$ cat src/rtl/core/bmp_stream_to_rgba_decoder_core_assert.svh
// Assertion macros for the BMP stream decoder.
// Used by the top level only; needs nothing else.
`ifndef BMP_STREAM_TO_RGBA_DECODER_CORE_ASSERT_SVH
`define BMP_STREAM_TO_RGBA_DECODER_CORE_ASSERT_SVH

// Same-cycle implication, disabled while reset is asserted.
`define BSRD_ASSERT_IMPL(lbl, clk, rst_n, ante, cons) \
  lbl: assert property (@(posedge clk) disable iff (!(rst_n)) (ante) |-> (cons)) \
    else $error("bsrd assertion failed");

// Next-cycle implication, disabled while reset is asserted.
`define BSRD_ASSERT_NEXT(lbl, clk, rst_n, ante, cons) \
  lbl: assert property (@(posedge clk) disable iff (!(rst_n)) (ante) |=> (cons)) \
    else $error("bsrd assertion failed");

`endif

$ cat src/rtl/core/bsrd_pkg.sv
// Shared constants and controller/datapath interface types of the BMP decoder.
// Depends on nothing.
`timescale 1ns / 1ps

package bsrd_pkg;

  localparam int unsigned MAX_WIDTH_DEF  = 4096;
  localparam int unsigned MAX_HEIGHT_DEF = 4096;
  localparam int unsigned COORD_W        = 12;
  localparam int unsigned CFG_ADDR_W     = 3;

  localparam logic REG_FILE_BYTES = 1'b0;

  localparam logic [3:0] ST_PIXEL        = 4'd0;
  localparam logic [3:0] ST_NOT_BMP      = 4'd1;
  localparam logic [3:0] ST_BAD_DIMS     = 4'd2;
  localparam logic [3:0] ST_DEPTH        = 4'd3;
  localparam logic [3:0] ST_COMPRESSION  = 4'd4;
  localparam logic [3:0] ST_BF_NOT_32    = 4'd5;
  localparam logic [3:0] ST_NO_MASKS     = 4'd6;
  localparam logic [3:0] ST_BAD_MASKS    = 4'd7;
  localparam logic [3:0] ST_EXCEEDS_FILE = 4'd8;
  localparam logic [3:0] ST_TOO_LARGE    = 4'd9;
  localparam logic [3:0] ST_OVERLAP      = 4'd10;

  localparam logic [31:0] OFS_PIX_START = 32'h0A;
  localparam logic [31:0] OFS_INFO      = 32'h0E;
  localparam logic [31:0] OFS_WIDTH     = 32'h12;
  localparam logic [31:0] OFS_HEIGHT    = 32'h16;
  localparam logic [31:0] OFS_BPP       = 32'h1C;
  localparam logic [31:0] OFS_COMP      = 32'h1E;
  localparam logic [31:0] OFS_HDR_LAST  = 32'h35;
  localparam logic [31:0] HDR_END_RGB   = 32'h36;
  localparam logic [31:0] HDR_END_BF    = 32'h42;
  localparam logic [31:0] HDR_END_ALPHA = 32'h46;
  localparam logic [31:0] INFO_V4_SIZE  = 32'd108;

  localparam logic [7:0]  MAGIC_B = 8'h42;
  localparam logic [7:0]  MAGIC_M = 8'h4D;

  localparam logic [15:0] BPP_24 = 16'd24;
  localparam logic [15:0] BPP_32 = 16'd32;
  localparam logic [31:0] COMP_RGB       = 32'd0;
  localparam logic [31:0] COMP_BITFIELDS = 32'd3;

  localparam logic [31:0] MASK_RED   = 32'h00FF0000;
  localparam logic [31:0] MASK_GREEN = 32'h0000FF00;
  localparam logic [31:0] MASK_BLUE  = 32'h000000FF;
  localparam logic [31:0] MASK_ALPHA = 32'hFF000000;

  typedef struct packed {
    logic       capture;
    logic       advance;
    logic       pix_step;
    logic       pix_init;
    logic       load_area;
    logic       hend_hdr;
    logic       hend_msk;
    logic       mul;
    logic       emit_err;
    logic [3:0] err_code;
  } cmd_t;

  typedef struct packed {
    logic       err_magic;
    logic       hdr_last;
    logic       mask_last;
    logic       skip_last;
    logic       eof;
    logic       to_masks;
    logic       start_pix;
    logic       pix_last;
    logic       out_free;
    logic [3:0] hdr_code;
    logic [3:0] msk_code;
    logic [3:0] fit_code;
  } sts_t;

endpackage

$ cat src/rtl/core/bmp_stream_to_rgba_decoder_core.sv
// Top level of the BMP stream decoder: configuration port, controller and datapath.
// Depends on bsrd_pkg, bsrd_ctrl, bsrd_dp and the assertion macro header.
`timescale 1ns / 1ps
// Usage: write the file length to register file_bytes (byte address 0) while the block
// is idle, then stream the file one byte per transfer on the input channel
// (in_valid_i, in_stall_o, file_byte_i). Results leave on the output channel
// (out_valid_o, out_stall_i) as one pixel per 3 or 4 pixel bytes, or as one error
// status with last set, after which the rest of that file is consumed silently.
// Without receiver stalls, a pixel or a not-BMP status is valid on the cycle after the
// byte that completes it. A header check status follows byte 0x35 through S_CHK_HDR,
// a mask status follows the last mask byte through S_CHK_MSK, and a fit, size or overlap
// status follows the byte that ends the examined header through S_CHK_MUL and S_CHK_FIT.
// Throughput: one byte per cycle while the input is not stalled. The byte that ends the
// examined header holds the input while the header or mask checks run and the fit check
// runs through the 32 by 32 bit multiplier; for bitfield images byte 0x35 holds it while
// S_CHK_HDR runs. The output register holds a result while the receiver stalls, and the
// input stalls as long as a result waits there.
// Reset clears the register to zero, empties the output register and starts a new
// file at offset zero. After the final byte of a file the next byte starts a new file.
module bmp_stream_to_rgba_decoder_core #(
  parameter int unsigned MAX_WIDTH  = bsrd_pkg::MAX_WIDTH_DEF,
  parameter int unsigned MAX_HEIGHT = bsrd_pkg::MAX_HEIGHT_DEF
) (
  input  logic                             clk_i,
  input  logic                             rst_ni,
  input  logic                             psel,
  input  logic                             penable,
  input  logic                             pwrite,
  input  logic [bsrd_pkg::CFG_ADDR_W-1:0]  paddr,
  input  logic [31:0]                      pwdata,
  output logic [31:0]                      prdata,
  output logic                             pready,
  input  logic                             in_valid_i,
  output logic                             in_stall_o,
  input  logic [7:0]                       file_byte_i,
  output logic                             out_valid_o,
  input  logic                             out_stall_i,
  output logic [3:0]                       status_o,
  output logic [7:0]                       red_o,
  output logic [7:0]                       green_o,
  output logic [7:0]                       blue_o,
  output logic [7:0]                       alpha_o,
  output logic [bsrd_pkg::COORD_W-1:0]     column_o,
  output logic [bsrd_pkg::COORD_W-1:0]     row_o,
  output logic                             last_o
);

`include "bmp_stream_to_rgba_decoder_core_assert.svh"

  logic [31:0]    file_bytes_q;
  logic           reg_hit;
  bsrd_pkg::cmd_t cmd;
  bsrd_pkg::sts_t sts;

  assign pready  = 1'b1;
  assign reg_hit = paddr[bsrd_pkg::CFG_ADDR_W-1] == bsrd_pkg::REG_FILE_BYTES;
  assign prdata  = reg_hit ? file_bytes_q : 32'd0;

  always_ff @(posedge clk_i or negedge rst_ni) begin
    if (!rst_ni) begin
      file_bytes_q <= '0;
    end else if (psel && penable && pwrite && pready && reg_hit) begin
      file_bytes_q <= pwdata;
    end
  end

  bsrd_ctrl u_ctrl (
    .clk_i      (clk_i),
    .rst_ni     (rst_ni),
    .in_valid_i (in_valid_i),
    .in_stall_o (in_stall_o),
    .sts_i      (sts),
    .cmd_o      (cmd)
  );

  bsrd_dp #(
    .MAX_WIDTH  (MAX_WIDTH),
    .MAX_HEIGHT (MAX_HEIGHT)
  ) u_dp (
    .clk_i        (clk_i),
    .rst_ni       (rst_ni),
    .cmd_i        (cmd),
    .sts_o        (sts),
    .file_bytes_i (file_bytes_q),
    .file_byte_i  (file_byte_i),
    .out_stall_i  (out_stall_i),
    .out_valid_o  (out_valid_o),
    .status_o     (status_o),
    .red_o        (red_o),
    .green_o      (green_o),
    .blue_o       (blue_o),
    .alpha_o      (alpha_o),
    .column_o     (column_o),
    .row_o        (row_o),
    .last_o       (last_o)
  );

  `BSRD_ASSERT_IMPL(a_err_fields, clk_i, rst_ni, out_valid_o && (status_o != bsrd_pkg::ST_PIXEL), last_o && (column_o == '0) && (row_o == '0) && (alpha_o == 8'd0))
  `BSRD_ASSERT_IMPL(a_status_range, clk_i, rst_ni, out_valid_o, status_o <= bsrd_pkg::ST_OVERLAP)
  `BSRD_ASSERT_IMPL(a_no_accept_blocked, clk_i, rst_ni, in_valid_i && !in_stall_o, !(out_valid_o && out_stall_i))
  `BSRD_ASSERT_NEXT(a_idle_drains, clk_i, rst_ni, out_valid_o && !out_stall_i && !in_valid_i && !in_stall_o, !out_valid_o)

endmodule

$ cat src/rtl/core/bsrd_ctrl.sv
// Controller of the BMP decoder: decode phase and check sequencing.
// Depends on bsrd_pkg; drives the datapath through bsrd_pkg::cmd_t.
`timescale 1ns / 1ps

module bsrd_ctrl (
  input  logic          clk_i,
  input  logic          rst_ni,
  input  logic          in_valid_i,
  output logic          in_stall_o,
  input  bsrd_pkg::sts_t sts_i,
  output bsrd_pkg::cmd_t cmd_o
);

  localparam logic [3:0] S_HEADER  = 4'd0;
  localparam logic [3:0] S_MASKS   = 4'd1;
  localparam logic [3:0] S_SKIP    = 4'd2;
  localparam logic [3:0] S_PIXELS  = 4'd3;
  localparam logic [3:0] S_DONE    = 4'd4;
  localparam logic [3:0] S_CHK_HDR = 4'd5;
  localparam logic [3:0] S_CHK_MSK = 4'd6;
  localparam logic [3:0] S_CHK_MUL = 4'd7;
  localparam logic [3:0] S_CHK_FIT = 4'd8;

  logic [3:0] state_q, state_d;
  logic       phase_st;
  logic       acc;

  assign phase_st = (state_q == S_HEADER) || (state_q == S_MASKS) || (state_q == S_SKIP) ||
                    (state_q == S_PIXELS) || (state_q == S_DONE);
  assign in_stall_o = !phase_st || !sts_i.out_free;
  assign acc = in_valid_i && !in_stall_o;

  always_comb begin
    cmd_o   = '0;
    state_d = state_q;
    unique case (state_q)
      S_HEADER: begin
        if (acc) begin
          cmd_o.capture = 1'b1;
          if (sts_i.err_magic) begin
            cmd_o.emit_err = 1'b1;
            cmd_o.err_code = bsrd_pkg::ST_NOT_BMP;
            cmd_o.advance  = 1'b1;
            state_d = sts_i.eof ? S_HEADER : S_DONE;
          end else if (sts_i.hdr_last) begin
            state_d = S_CHK_HDR;
          end else begin
            cmd_o.advance = 1'b1;
          end
        end
      end
      S_CHK_HDR: begin
        if (sts_i.out_free) begin
          cmd_o.load_area = 1'b1;
          cmd_o.hend_hdr  = 1'b1;
          if (sts_i.hdr_code != bsrd_pkg::ST_PIXEL) begin
            cmd_o.emit_err = 1'b1;
            cmd_o.err_code = sts_i.hdr_code;
            cmd_o.advance  = 1'b1;
            state_d = sts_i.eof ? S_HEADER : S_DONE;
          end else if (sts_i.to_masks) begin
            cmd_o.advance = 1'b1;
            state_d = sts_i.eof ? S_HEADER : S_MASKS;
          end else begin
            state_d = S_CHK_MUL;
          end
        end
      end
      S_MASKS: begin
        if (acc) begin
          cmd_o.capture = 1'b1;
          if (sts_i.mask_last) begin
            state_d = S_CHK_MSK;
          end else begin
            cmd_o.advance = 1'b1;
            state_d = sts_i.eof ? S_HEADER : S_MASKS;
          end
        end
      end
      S_CHK_MSK: begin
        if (sts_i.out_free) begin
          cmd_o.load_area = 1'b1;
          cmd_o.hend_msk  = 1'b1;
          if (sts_i.msk_code != bsrd_pkg::ST_PIXEL) begin
            cmd_o.emit_err = 1'b1;
            cmd_o.err_code = sts_i.msk_code;
            cmd_o.advance  = 1'b1;
            state_d = sts_i.eof ? S_HEADER : S_DONE;
          end else begin
            state_d = S_CHK_MUL;
          end
        end
      end
      S_CHK_MUL: begin
        cmd_o.mul = 1'b1;
        state_d = S_CHK_FIT;
      end
      S_CHK_FIT: begin
        if (sts_i.out_free) begin
          cmd_o.advance = 1'b1;
          if (sts_i.fit_code != bsrd_pkg::ST_PIXEL) begin
            cmd_o.emit_err = 1'b1;
            cmd_o.err_code = sts_i.fit_code;
            state_d = sts_i.eof ? S_HEADER : S_DONE;
          end else begin
            cmd_o.pix_init = 1'b1;
            state_d = sts_i.eof ? S_HEADER : (sts_i.start_pix ? S_PIXELS : S_SKIP);
          end
        end
      end
      S_SKIP: begin
        if (acc) begin
          cmd_o.advance = 1'b1;
          state_d = sts_i.eof ? S_HEADER : (sts_i.skip_last ? S_PIXELS : S_SKIP);
        end
      end
      S_PIXELS: begin
        if (acc) begin
          cmd_o.pix_step = 1'b1;
          cmd_o.advance  = 1'b1;
          state_d = sts_i.eof ? S_HEADER : (sts_i.pix_last ? S_DONE : S_PIXELS);
        end
      end
      S_DONE: begin
        if (acc) begin
          cmd_o.advance = 1'b1;
          state_d = sts_i.eof ? S_HEADER : S_DONE;
        end
      end
      default: begin
        state_d = S_HEADER;
      end
    endcase
  end

  always_ff @(posedge clk_i or negedge rst_ni) begin
    if (!rst_ni) begin
      state_q <= S_HEADER;
    end else begin
      state_q <= state_d;
    end
  end

endmodule

$ cat src/rtl/core/bsrd_dp.sv
// Datapath of the BMP decoder: header fields, area check, pixel assembly, result register.
// Depends on bsrd_pkg; commanded by bsrd_ctrl.
`timescale 1ns / 1ps

module bsrd_dp #(
  parameter int unsigned MAX_WIDTH  = bsrd_pkg::MAX_WIDTH_DEF,
  parameter int unsigned MAX_HEIGHT = bsrd_pkg::MAX_HEIGHT_DEF
) (
  input  logic                          clk_i,
  input  logic                          rst_ni,
  input  bsrd_pkg::cmd_t                cmd_i,
  output bsrd_pkg::sts_t                sts_o,
  input  logic [31:0]                   file_bytes_i,
  input  logic [7:0]                    file_byte_i,
  input  logic                          out_stall_i,
  output logic                          out_valid_o,
  output logic [3:0]                    status_o,
  output logic [7:0]                    red_o,
  output logic [7:0]                    green_o,
  output logic [7:0]                    blue_o,
  output logic [7:0]                    alpha_o,
  output logic [bsrd_pkg::COORD_W-1:0]  column_o,
  output logic [bsrd_pkg::COORD_W-1:0]  row_o,
  output logic                          last_o
);

  localparam int unsigned COL_W    = $clog2(MAX_WIDTH + 1);
  localparam int unsigned ROW_W    = $clog2(MAX_HEIGHT + 1);
  localparam int unsigned STRIDE_W = $clog2(4 * MAX_WIDTH + 4);

  logic [31:0] ofs_q;
  logic [31:0] pix_start_q, info_q, width_q, height_q, comp_q;
  logic [15:0] bpp_q;
  logic [31:0] mask_q [4];
  logic [33:0] stride_q, rowb_q;
  logic [31:0] habs_q;
  logic        bpb4_q;
  logic [6:0]  hend_q;
  logic [63:0] prod_q;

  logic [23:0]         gath_q;
  logic [1:0]          bip_q;
  logic [STRIDE_W-1:0] bir_q;
  logic [COL_W-1:0]    col_q;
  logic [ROW_W-1:0]    row_q;

  logic                        out_valid_q;
  logic [3:0]                  status_q;
  logic [7:0]                  red_q, green_q, blue_q, alpha_q;
  logic [bsrd_pkg::COORD_W-1:0] column_q, row_out_q;
  logic                        last_q;

  logic [32:0] o1;
  logic        alpha_rd;
  logic [31:0] abs_h;
  logic [33:0] wb, stride_c;
  logic [64:0] need;
  logic [31:0] alpha_mask;
  logic        in_row, pix_done, col_last, row_last;
  logic [STRIDE_W-1:0] bir1;
  logic        row_end;
  logic [31:0] dst_row, col_ext;
  logic        restart, load_out;
  logic [31:0] rel_mask;
  logic [1:0]  lane;

  assign o1       = {1'b0, ofs_q} + 33'd1;
  assign alpha_rd = (info_q >= bsrd_pkg::INFO_V4_SIZE) &&
                    (file_bytes_i >= bsrd_pkg::HDR_END_ALPHA);
  assign abs_h    = height_q[31] ? (32'd0 - height_q) : height_q;
  assign wb       = bpp_q == bsrd_pkg::BPP_32 ? {width_q, 2'b00}
                                              : ({1'b0, width_q, 1'b0} + {2'b00, width_q});
  assign stride_c = (wb + 34'd3) & ~34'd3;
  assign need     = {1'b0, prod_q} + {33'd0, pix_start_q};
  assign alpha_mask = alpha_rd ? mask_q[3] : 32'd0;
  assign rel_mask = ofs_q - bsrd_pkg::HDR_END_RGB;
  assign lane     = ofs_q[1:0] - bsrd_pkg::OFS_PIX_START[1:0];

  assign in_row   = bir_q < rowb_q[STRIDE_W-1:0];
  assign pix_done = in_row && (bpb4_q ? (bip_q == 2'd3) : (bip_q == 2'd2));
  assign col_ext  = {{(32-COL_W){1'b0}}, col_q};
  assign col_last = (col_ext + 32'd1) == width_q;
  assign row_last = ({{(32-ROW_W){1'b0}}, row_q} + 32'd1) == habs_q;
  assign bir1     = bir_q + {{(STRIDE_W-1){1'b0}}, 1'b1};
  assign row_end  = bir1 >= stride_q[STRIDE_W-1:0];
  assign dst_row  = height_q[31] ? {{(32-ROW_W){1'b0}}, row_q}
                                 : (habs_q - 32'd1 - {{(32-ROW_W){1'b0}}, row_q});

  assign restart  = cmd_i.advance && sts_o.eof;
  assign load_out = cmd_i.emit_err || (cmd_i.pix_step && pix_done);

  always_comb begin
    sts_o = '0;
    sts_o.eof       = o1 >= {1'b0, file_bytes_i};
    sts_o.err_magic = ((ofs_q == 32'd0) && ((file_bytes_i < bsrd_pkg::HDR_END_RGB) ||
                       (file_byte_i != bsrd_pkg::MAGIC_B))) ||
                      ((ofs_q == 32'd1) && (file_byte_i != bsrd_pkg::MAGIC_M));
    sts_o.hdr_last  = ofs_q == bsrd_pkg::OFS_HDR_LAST;
    sts_o.mask_last = o1 >= {1'b0, alpha_rd ? bsrd_pkg::HDR_END_ALPHA : bsrd_pkg::HDR_END_BF};
    sts_o.skip_last = o1 >= {1'b0, pix_start_q};
    sts_o.start_pix = o1 == {1'b0, pix_start_q};
    sts_o.to_masks  = comp_q == bsrd_pkg::COMP_BITFIELDS;
    sts_o.pix_last  = pix_done && col_last && row_last;
    sts_o.out_free  = !out_valid_q || !out_stall_i;

    priority if (width_q == 32'd0 || width_q[31] || height_q == 32'd0) begin
      sts_o.hdr_code = bsrd_pkg::ST_BAD_DIMS;
    end else if (bpp_q != bsrd_pkg::BPP_24 && bpp_q != bsrd_pkg::BPP_32) begin
      sts_o.hdr_code = bsrd_pkg::ST_DEPTH;
    end else if (comp_q != bsrd_pkg::COMP_RGB && comp_q != bsrd_pkg::COMP_BITFIELDS) begin
      sts_o.hdr_code = bsrd_pkg::ST_COMPRESSION;
    end else if (comp_q == bsrd_pkg::COMP_BITFIELDS && bpp_q != bsrd_pkg::BPP_32) begin
      sts_o.hdr_code = bsrd_pkg::ST_BF_NOT_32;
    end else if (comp_q == bsrd_pkg::COMP_BITFIELDS && file_bytes_i < bsrd_pkg::HDR_END_BF) begin
      sts_o.hdr_code = bsrd_pkg::ST_NO_MASKS;
    end else begin
      sts_o.hdr_code = bsrd_pkg::ST_PIXEL;
    end

    if (mask_q[0] != bsrd_pkg::MASK_RED || mask_q[1] != bsrd_pkg::MASK_GREEN ||
        mask_q[2] != bsrd_pkg::MASK_BLUE ||
        (alpha_mask != bsrd_pkg::MASK_ALPHA && alpha_mask != 32'd0)) begin
      sts_o.msk_code = bsrd_pkg::ST_BAD_MASKS;
    end else begin
      sts_o.msk_code = bsrd_pkg::ST_PIXEL;
    end

    priority if (stride_q[33:32] != 2'b00 || need > {33'd0, file_bytes_i}) begin
      sts_o.fit_code = bsrd_pkg::ST_EXCEEDS_FILE;
    end else if (width_q > 32'(MAX_WIDTH) || habs_q > 32'(MAX_HEIGHT)) begin
      sts_o.fit_code = bsrd_pkg::ST_TOO_LARGE;
    end else if (pix_start_q < {25'd0, hend_q}) begin
      sts_o.fit_code = bsrd_pkg::ST_OVERLAP;
    end else begin
      sts_o.fit_code = bsrd_pkg::ST_PIXEL;
    end
  end

  always_ff @(posedge clk_i) begin
    if (cmd_i.capture) begin
      if (ofs_q >= bsrd_pkg::OFS_PIX_START && ofs_q < bsrd_pkg::OFS_INFO) begin
        pix_start_q[{lane, 3'b000} +: 8] <= file_byte_i;
      end else if (ofs_q >= bsrd_pkg::OFS_INFO && ofs_q < bsrd_pkg::OFS_WIDTH) begin
        info_q[{lane, 3'b000} +: 8] <= file_byte_i;
      end else if (ofs_q >= bsrd_pkg::OFS_WIDTH && ofs_q < bsrd_pkg::OFS_HEIGHT) begin
        width_q[{lane, 3'b000} +: 8] <= file_byte_i;
      end else if (ofs_q >= bsrd_pkg::OFS_HEIGHT && ofs_q < (bsrd_pkg::OFS_HEIGHT + 32'd4)) begin
        height_q[{lane, 3'b000} +: 8] <= file_byte_i;
      end else if (ofs_q >= bsrd_pkg::OFS_BPP && ofs_q < bsrd_pkg::OFS_COMP) begin
        bpp_q[{ofs_q[0], 3'b000} +: 8] <= file_byte_i;
      end else if (ofs_q >= bsrd_pkg::OFS_COMP && ofs_q < (bsrd_pkg::OFS_COMP + 32'd4)) begin
        comp_q[{lane, 3'b000} +: 8] <= file_byte_i;
      end else if (ofs_q >= bsrd_pkg::HDR_END_RGB && ofs_q < bsrd_pkg::HDR_END_ALPHA) begin
        mask_q[rel_mask[3:2]][{rel_mask[1:0], 3'b000} +: 8] <= file_byte_i;
      end
    end
    if (cmd_i.load_area) begin
      stride_q <= stride_c;
      rowb_q   <= wb;
      habs_q   <= abs_h;
      bpb4_q   <= bpp_q == bsrd_pkg::BPP_32;
    end
    if (cmd_i.hend_hdr) begin
      hend_q <= bsrd_pkg::HDR_END_RGB[6:0];
    end else if (cmd_i.hend_msk) begin
      hend_q <= alpha_rd ? bsrd_pkg::HDR_END_ALPHA[6:0] : bsrd_pkg::HDR_END_BF[6:0];
    end
    if (cmd_i.mul) begin
      prod_q <= stride_q[31:0] * habs_q;
    end
    if (load_out) begin
      if (cmd_i.emit_err) begin
        status_q  <= cmd_i.err_code;
        red_q     <= 8'd0;
        green_q   <= 8'd0;
        blue_q    <= 8'd0;
        alpha_q   <= 8'd0;
        column_q  <= '0;
        row_out_q <= '0;
        last_q    <= 1'b1;
      end else begin
        status_q  <= bsrd_pkg::ST_PIXEL;
        red_q     <= bpb4_q ? gath_q[23:16] : file_byte_i;
        green_q   <= gath_q[15:8];
        blue_q    <= gath_q[7:0];
        alpha_q   <= bpb4_q ? file_byte_i : 8'hFF;
        column_q  <= col_ext[bsrd_pkg::COORD_W-1:0];
        row_out_q <= dst_row[bsrd_pkg::COORD_W-1:0];
        last_q    <= sts_o.pix_last;
      end
    end
  end

  always_ff @(posedge clk_i or negedge rst_ni) begin
    if (!rst_ni) begin
      ofs_q       <= '0;
      gath_q      <= '0;
      bip_q       <= '0;
      bir_q       <= '0;
      col_q       <= '0;
      row_q       <= '0;
      out_valid_q <= 1'b0;
    end else begin
      out_valid_q <= load_out || (out_valid_q && out_stall_i);
      if (cmd_i.advance) begin
        ofs_q <= sts_o.eof ? 32'd0 : o1[31:0];
      end
      if (restart || cmd_i.pix_init) begin
        gath_q <= '0;
        bip_q  <= '0;
        bir_q  <= '0;
        col_q  <= '0;
        row_q  <= '0;
      end else if (cmd_i.pix_step) begin
        if (in_row) begin
          if (pix_done) begin
            gath_q <= '0;
            bip_q  <= '0;
          end else begin
            gath_q[{bip_q, 3'b000} +: 8] <= file_byte_i;
            bip_q <= bip_q + 2'd1;
          end
        end
        if (row_end) begin
          bir_q <= '0;
          col_q <= '0;
          row_q <= row_q + {{(ROW_W-1){1'b0}}, 1'b1};
        end else begin
          bir_q <= bir1;
          if (pix_done) begin
            col_q <= col_q + {{(COL_W-1){1'b0}}, 1'b1};
          end
        end
      end
    end
  end

  assign out_valid_o = out_valid_q;
  assign status_o    = status_q;
  assign red_o       = red_q;
  assign green_o     = green_q;
  assign blue_o      = blue_q;
  assign alpha_o     = alpha_q;
  assign column_o    = column_q;
  assign row_o       = row_out_q;
  assign last_o      = last_q;

endmodule
$ cat config.mk
export PLATFORM = sky130hd
export DESIGN_NAME = bmp_stream_to_rgba_decoder_core
export DESIGN_NICKNAME = d
export VERILOG_FILES = /design/src/rtl/core/bsrd_pkg.sv /design/src/rtl/core/bmp_stream_to_rgba_decoder_core.sv /design/src/rtl/core/bsrd_ctrl.sv /design/src/rtl/core/bsrd_dp.sv
export VERILOG_INCLUDE_DIRS = /design/src /design/src/rtl/core
export SDC_FILE = /design/constraint.sdc
export NUM_CORES = 2
export LEC_CHECK = 0
export BUFFER_PORTS_ARGS = -buffer_cell sky130_fd_sc_hd__buf_2
export CAP_MARGIN = 20
export CORE_MARGIN = 3
export CORE_UTILIZATION = 40
export CTS_CLUSTER_SIZE = 20
export DETAILED_ROUTE_END_ITERATION = 8
export GPL_ROUTABILITY_DRIVEN = 0
export GPL_TIMING_DRIVEN = 0
export PLACE_DENSITY_LB_ADDON = 0.12
export SLEW_MARGIN = 15
export SYNTH_ARGS = -nofsm -noshare
export SYNTH_HDL_FRONTEND = slang
export SYNTH_SLANG_ARGS = --single-unit
$ cat constraint.sdc
create_clock -name clk_i -period 10.55 [get_ports clk_i]
set_input_delay 0.5275 -clock clk_i [delete_from_list [all_inputs] [get_ports clk_i]]
set_output_delay 0.5275 -clock clk_i [all_outputs]
set_load 0.02 [all_outputs]
==> impl_metrics.env <==
export IMPL_arrival_ns=10.68
export IMPL_post_drt_wl_per_cell_microns=25.4
export IMPL_path_clk_slew_ns=0.07
export IMPL_hold_class="input port to flop"
export IMPL_cts_htree_levels=3
export IMPL_worstHoldEndpoint="file_bytes_q[27]"
export IMPL_fin_cells=9444
export IMPL_nets=8559
export IMPL_clk_latency_ns=0.69
export IMPL_synthTopCellsByArea="fa_1 25%, edfxtp_1 23%, ha_1 9.0%, inv_1 6.4%, dfrtp_1 5.1%"
export IMPL_yosys_warnings=0
export IMPL_status="finished, final reports clean"
export IMPL_synth_edff_count=505
export IMPL_ios=146
export IMPL_drc=0
export IMPL_drive_above_1_share_pct=6.42
export IMPL_dp_cells=9295
export IMPL_min_path_cells=2
export IMPL_synth_flop_cell="edfxtp_1"
export IMPL_die_area_sq_um=172000
export IMPL_cts_buffers=71
export IMPL_grt_usage_pct=27.8
export IMPL_fmax_mhz=97.5
export IMPL_numPortBuffers=135
export IMPL_drt_first_pass_iters=6
export IMPL_fin_crit_ns=10.26
export IMPL_vias_per_cell=5.53
export IMPL_ff2ff_path_depth=28
export IMPL_start_util_pct=40.4
export IMPL_required_ns=10.98
export IMPL_r2r_setup_slack_ns=0.29
export IMPL_worstSetupEndpointType="flop"
export IMPL_die_h_microns=415
export IMPL_async_reset_ff_share_pct=21.1
export IMPL_drtAntennaViolNets=0
export IMPL_seq_area_frac_synth_pct=27.8
export IMPL_synth_area_leader_cell="fa_1"
export IMPL_met2_usage_pct=43.3
export IMPL_die_w_microns=415
export IMPL_place_ws_ns=-0.301
export IMPL_synth_top_area_share_pct=25.1
export IMPL_hold_viol=0
export IMPL_reg2reg_from="u_dp.habs_q[13]"
export IMPL_core_area_sq_um=166000
export IMPL_syn_area_sq_um=67000
export IMPL_clock_sinks=644
export IMPL_ys_ff_latch=644
export IMPL_grt_overflow_total=0
export IMPL_setup_ws_ns=0.293
export IMPL_clock_path_buffers=3
export IMPL_synth_nets=8304
export IMPL_skew_ns=0.0660
export IMPL_top_usage_layer="met2"
export IMPL_r2r_end="u_dp.prod_q[62]"
export IMPL_cp_common_cell="fa_1"
export IMPL_setup_viol=0
export IMPL_maxCapViolCount=0
export IMPL_max_stage_delay_ns=0.70
export IMPL_area_growth_pct=9.84
export IMPL_worst_slew_pin_slew_ns=1.22
export IMPL_num_vias=52215
export IMPL_synth_common_cells="1138 x inv_1, 839 x fa_1, 813 x nand2_1"
export IMPL_fin_crit_sh_pct=97.2
export IMPL_slew_headroom_pct=18.7
export IMPL_startpoint_type="flop"
export IMPL_wl_microns=240000
export IMPL_syn_avg_cell_area_sq_um=9.66
export IMPL_synth_cell_types=92
export IMPL_tritoncts="yes"
export IMPL_netlist_instances=6931
export IMPL_grt_pass1_wl_microns=353000
export IMPL_grt_max_degree=78
export IMPL_min_from="pwdata[27]"
export IMPL_critPathMaxFanout=10
export IMPL_rows=149
export IMPL_cts_root_buffer="clkbuf_16"
export IMPL_grtUsageMet1_pct=37.4
export IMPL_antenna_found_initial=26
export IMPL_use_met3_pct=5.01
export IMPL_crit_type="flop to flop"
export IMPL_yosys_cell_count_top_type="inv_1"
export IMPL_dp_hpwl_microns=195000
export IMPL_fin_setup_tns_ns=0
export IMPL_hold_worst_slack_ns=0.0681
export IMPL_drt_iter0_drc=4970
export IMPL_critPathSlowestCell="clkbuf_1"
export IMPL_drv_slew=0
export IMPL_grt_pass1_vias=52250
==> worst max path at each step <==
stage / depth (start not counted) / end / start / slack (ns)
floorplan: 29 / u_dp.prod_q[62] / u_dp.habs_q[7] / 2.37
global placement: 28 / u_dp.prod_q[62] / u_dp.stride_q[7] / -0.27
detailed placement: 28 / u_dp.prod_q[62] / u_dp.stride_q[7] / -0.30
CTS: 28 / u_dp.prod_q[62] / u_dp.habs_q[13] / 0.005
global route: 30 / u_dp.prod_q[62] / u_dp.stride_q[6] / -0.002
finish: 28 / u_dp.prod_q[62] / u_dp.habs_q[13] / 0.29
==> placed cells by master, fill, tap and decap left out, types with 20 or more instances in the layout <==
cell | Yosys | final
a211oi_1 | 29 | 29
a21o_1 | 124 | 124
a21oi_1 | 257 | 257
a22oi_1 | 26 | 26
a31oi_1 | 30 | 30
and2_1 | 464 | 464
and3_1 | 55 | 55
buf_2 | 7 | 149
clkbuf_1 | 304 | 298
clkbuf_16 | 0 | 71
clkbuf_2 | 4 | 28
dfrtp_1 | 136 | 136
edfxtp_1 | 505 | 505
fa_1 | 839 | 839
ha_1 | 484 | 484
inv_1 | 1138 | 1138
mux2_2 | 36 | 36
mux2i_1 | 22 | 22
nand2_1 | 813 | 812
nand2b_1 | 21 | 20
nand3_1 | 119 | 119
nand4_1 | 97 | 97
nor2_1 | 381 | 348
nor2_2 | 0 | 32
nor2b_1 | 30 | 30
nor3_1 | 79 | 76
nor4_1 | 97 | 86
o21a_1 | 22 | 22
o21ai_0 | 183 | 182
o21bai_1 | 25 | 25
o31ai_1 | 27 | 27
or2_2 | 24 | 24
or3_1 | 23 | 23
or4_1 | 21 | 21
xnor2_1 | 184 | 184
xor2_1 | 86 | 86
==> kinds of logic (layout without fill, tap and decap cells) <==
| group | count (synthesis) | after routing | share of synthesized area, % |
|---|---|---|---|
| multiplexers | 58 | 58 | 0.934 |
| buffers and inverters | 1469 | 1781 | 8.28 |
| XOR/XNOR | 270 | 270 | 3.53 |
| adder cells (fa/ha/maj) | 1323 | 1323 | 34.1 |
| AO/OA/AOI/OAI | 866 | 866 | 8.30 |
| AND/OR/NAND/NOR | 2300 | 2300 | 17.0 |
| other | 1 | 13 | 0.00560 |
| flip-flops | 644 | 644 | 27.8 |
==> sequential cells by signal (all words and copies together) (netlist names), 13 cells and up <==
signal and cells:
u_dp.mask_q 128, u_dp.ofs_q 32, u_dp.height_q 32, u_dp.rowb_q 15, u_dp.pix_start_q 32, u_dp.prod_q 62, u_dp.habs_q 32, u_dp.bpp_q 16
u_dp.col_q 13, u_dp.stride_q 32, u_dp.gath_q 24, u_dp.comp_q 32, file_bytes_q 32, u_dp.info_q 30, u_dp.bir_q 15, u_dp.width_q 32
u_dp.row_q 13
==> per-stage QoR <==
| step | utilization, % | instance area [sq um] |
|---|---|---|
| after floorplan | - | 67000 |
| after global placement | 42.5 | 70400 |
| after detailed placement | 42.9 | 71100 |
| after CTS | 44.3 | 73500 |
| after global routing | 44.4 | 73500 |
| final | 44.4 | 73600 |
==> per-layer routing <==
metal	routed length [microns]	share of wire, %	vias to the layer above
met5	22	0.0092	-
met4	13700	5.7	4
met3	18800	7.8	442
met2	108000	45	2144
met1	99800	42	26495
li1	-	-	23130
==> critical path: cells and delay by family, from the launching register on <==
| kind | cells | cell delay, ns |
|---|---|---|
| DFF | 1 | 0.32 |
| adders and majority gates | 9 | 4.62 |
| and+or+nand+nor | 4 | 0.66 |
| AOI/OAI and AO/OA | 9 | 2.85 |
| buffers and inverters | 6 | 1.58 |
==> area by class of cell <==
class                      count  area (sq um)
antenna                       12          30.0
buffer                       329          1300
clock buffer                  88          1840
clock inverter                42           472
fill                       16154         92200
inverter                    1140          4280
multi-input combinational   4818         43000
sequential                   644         18600
tap                         2189          2740
timing repair buffer         182          1280
==> repair_timing <==
| action | CTS | global route |
|---|---|---|
| resized for setup | 13 | 22 |
| endpoints found under the hold margin | 59 | 0 |
| endpoints found under the setup margin | 2 | 2 |
| hold buffers | 1 | 0 |
| setup buffers | 0 | 2 |
Power is not shown: default switching activity piles up to over one toggle a cycle in this logic, so the estimate is an artifact.
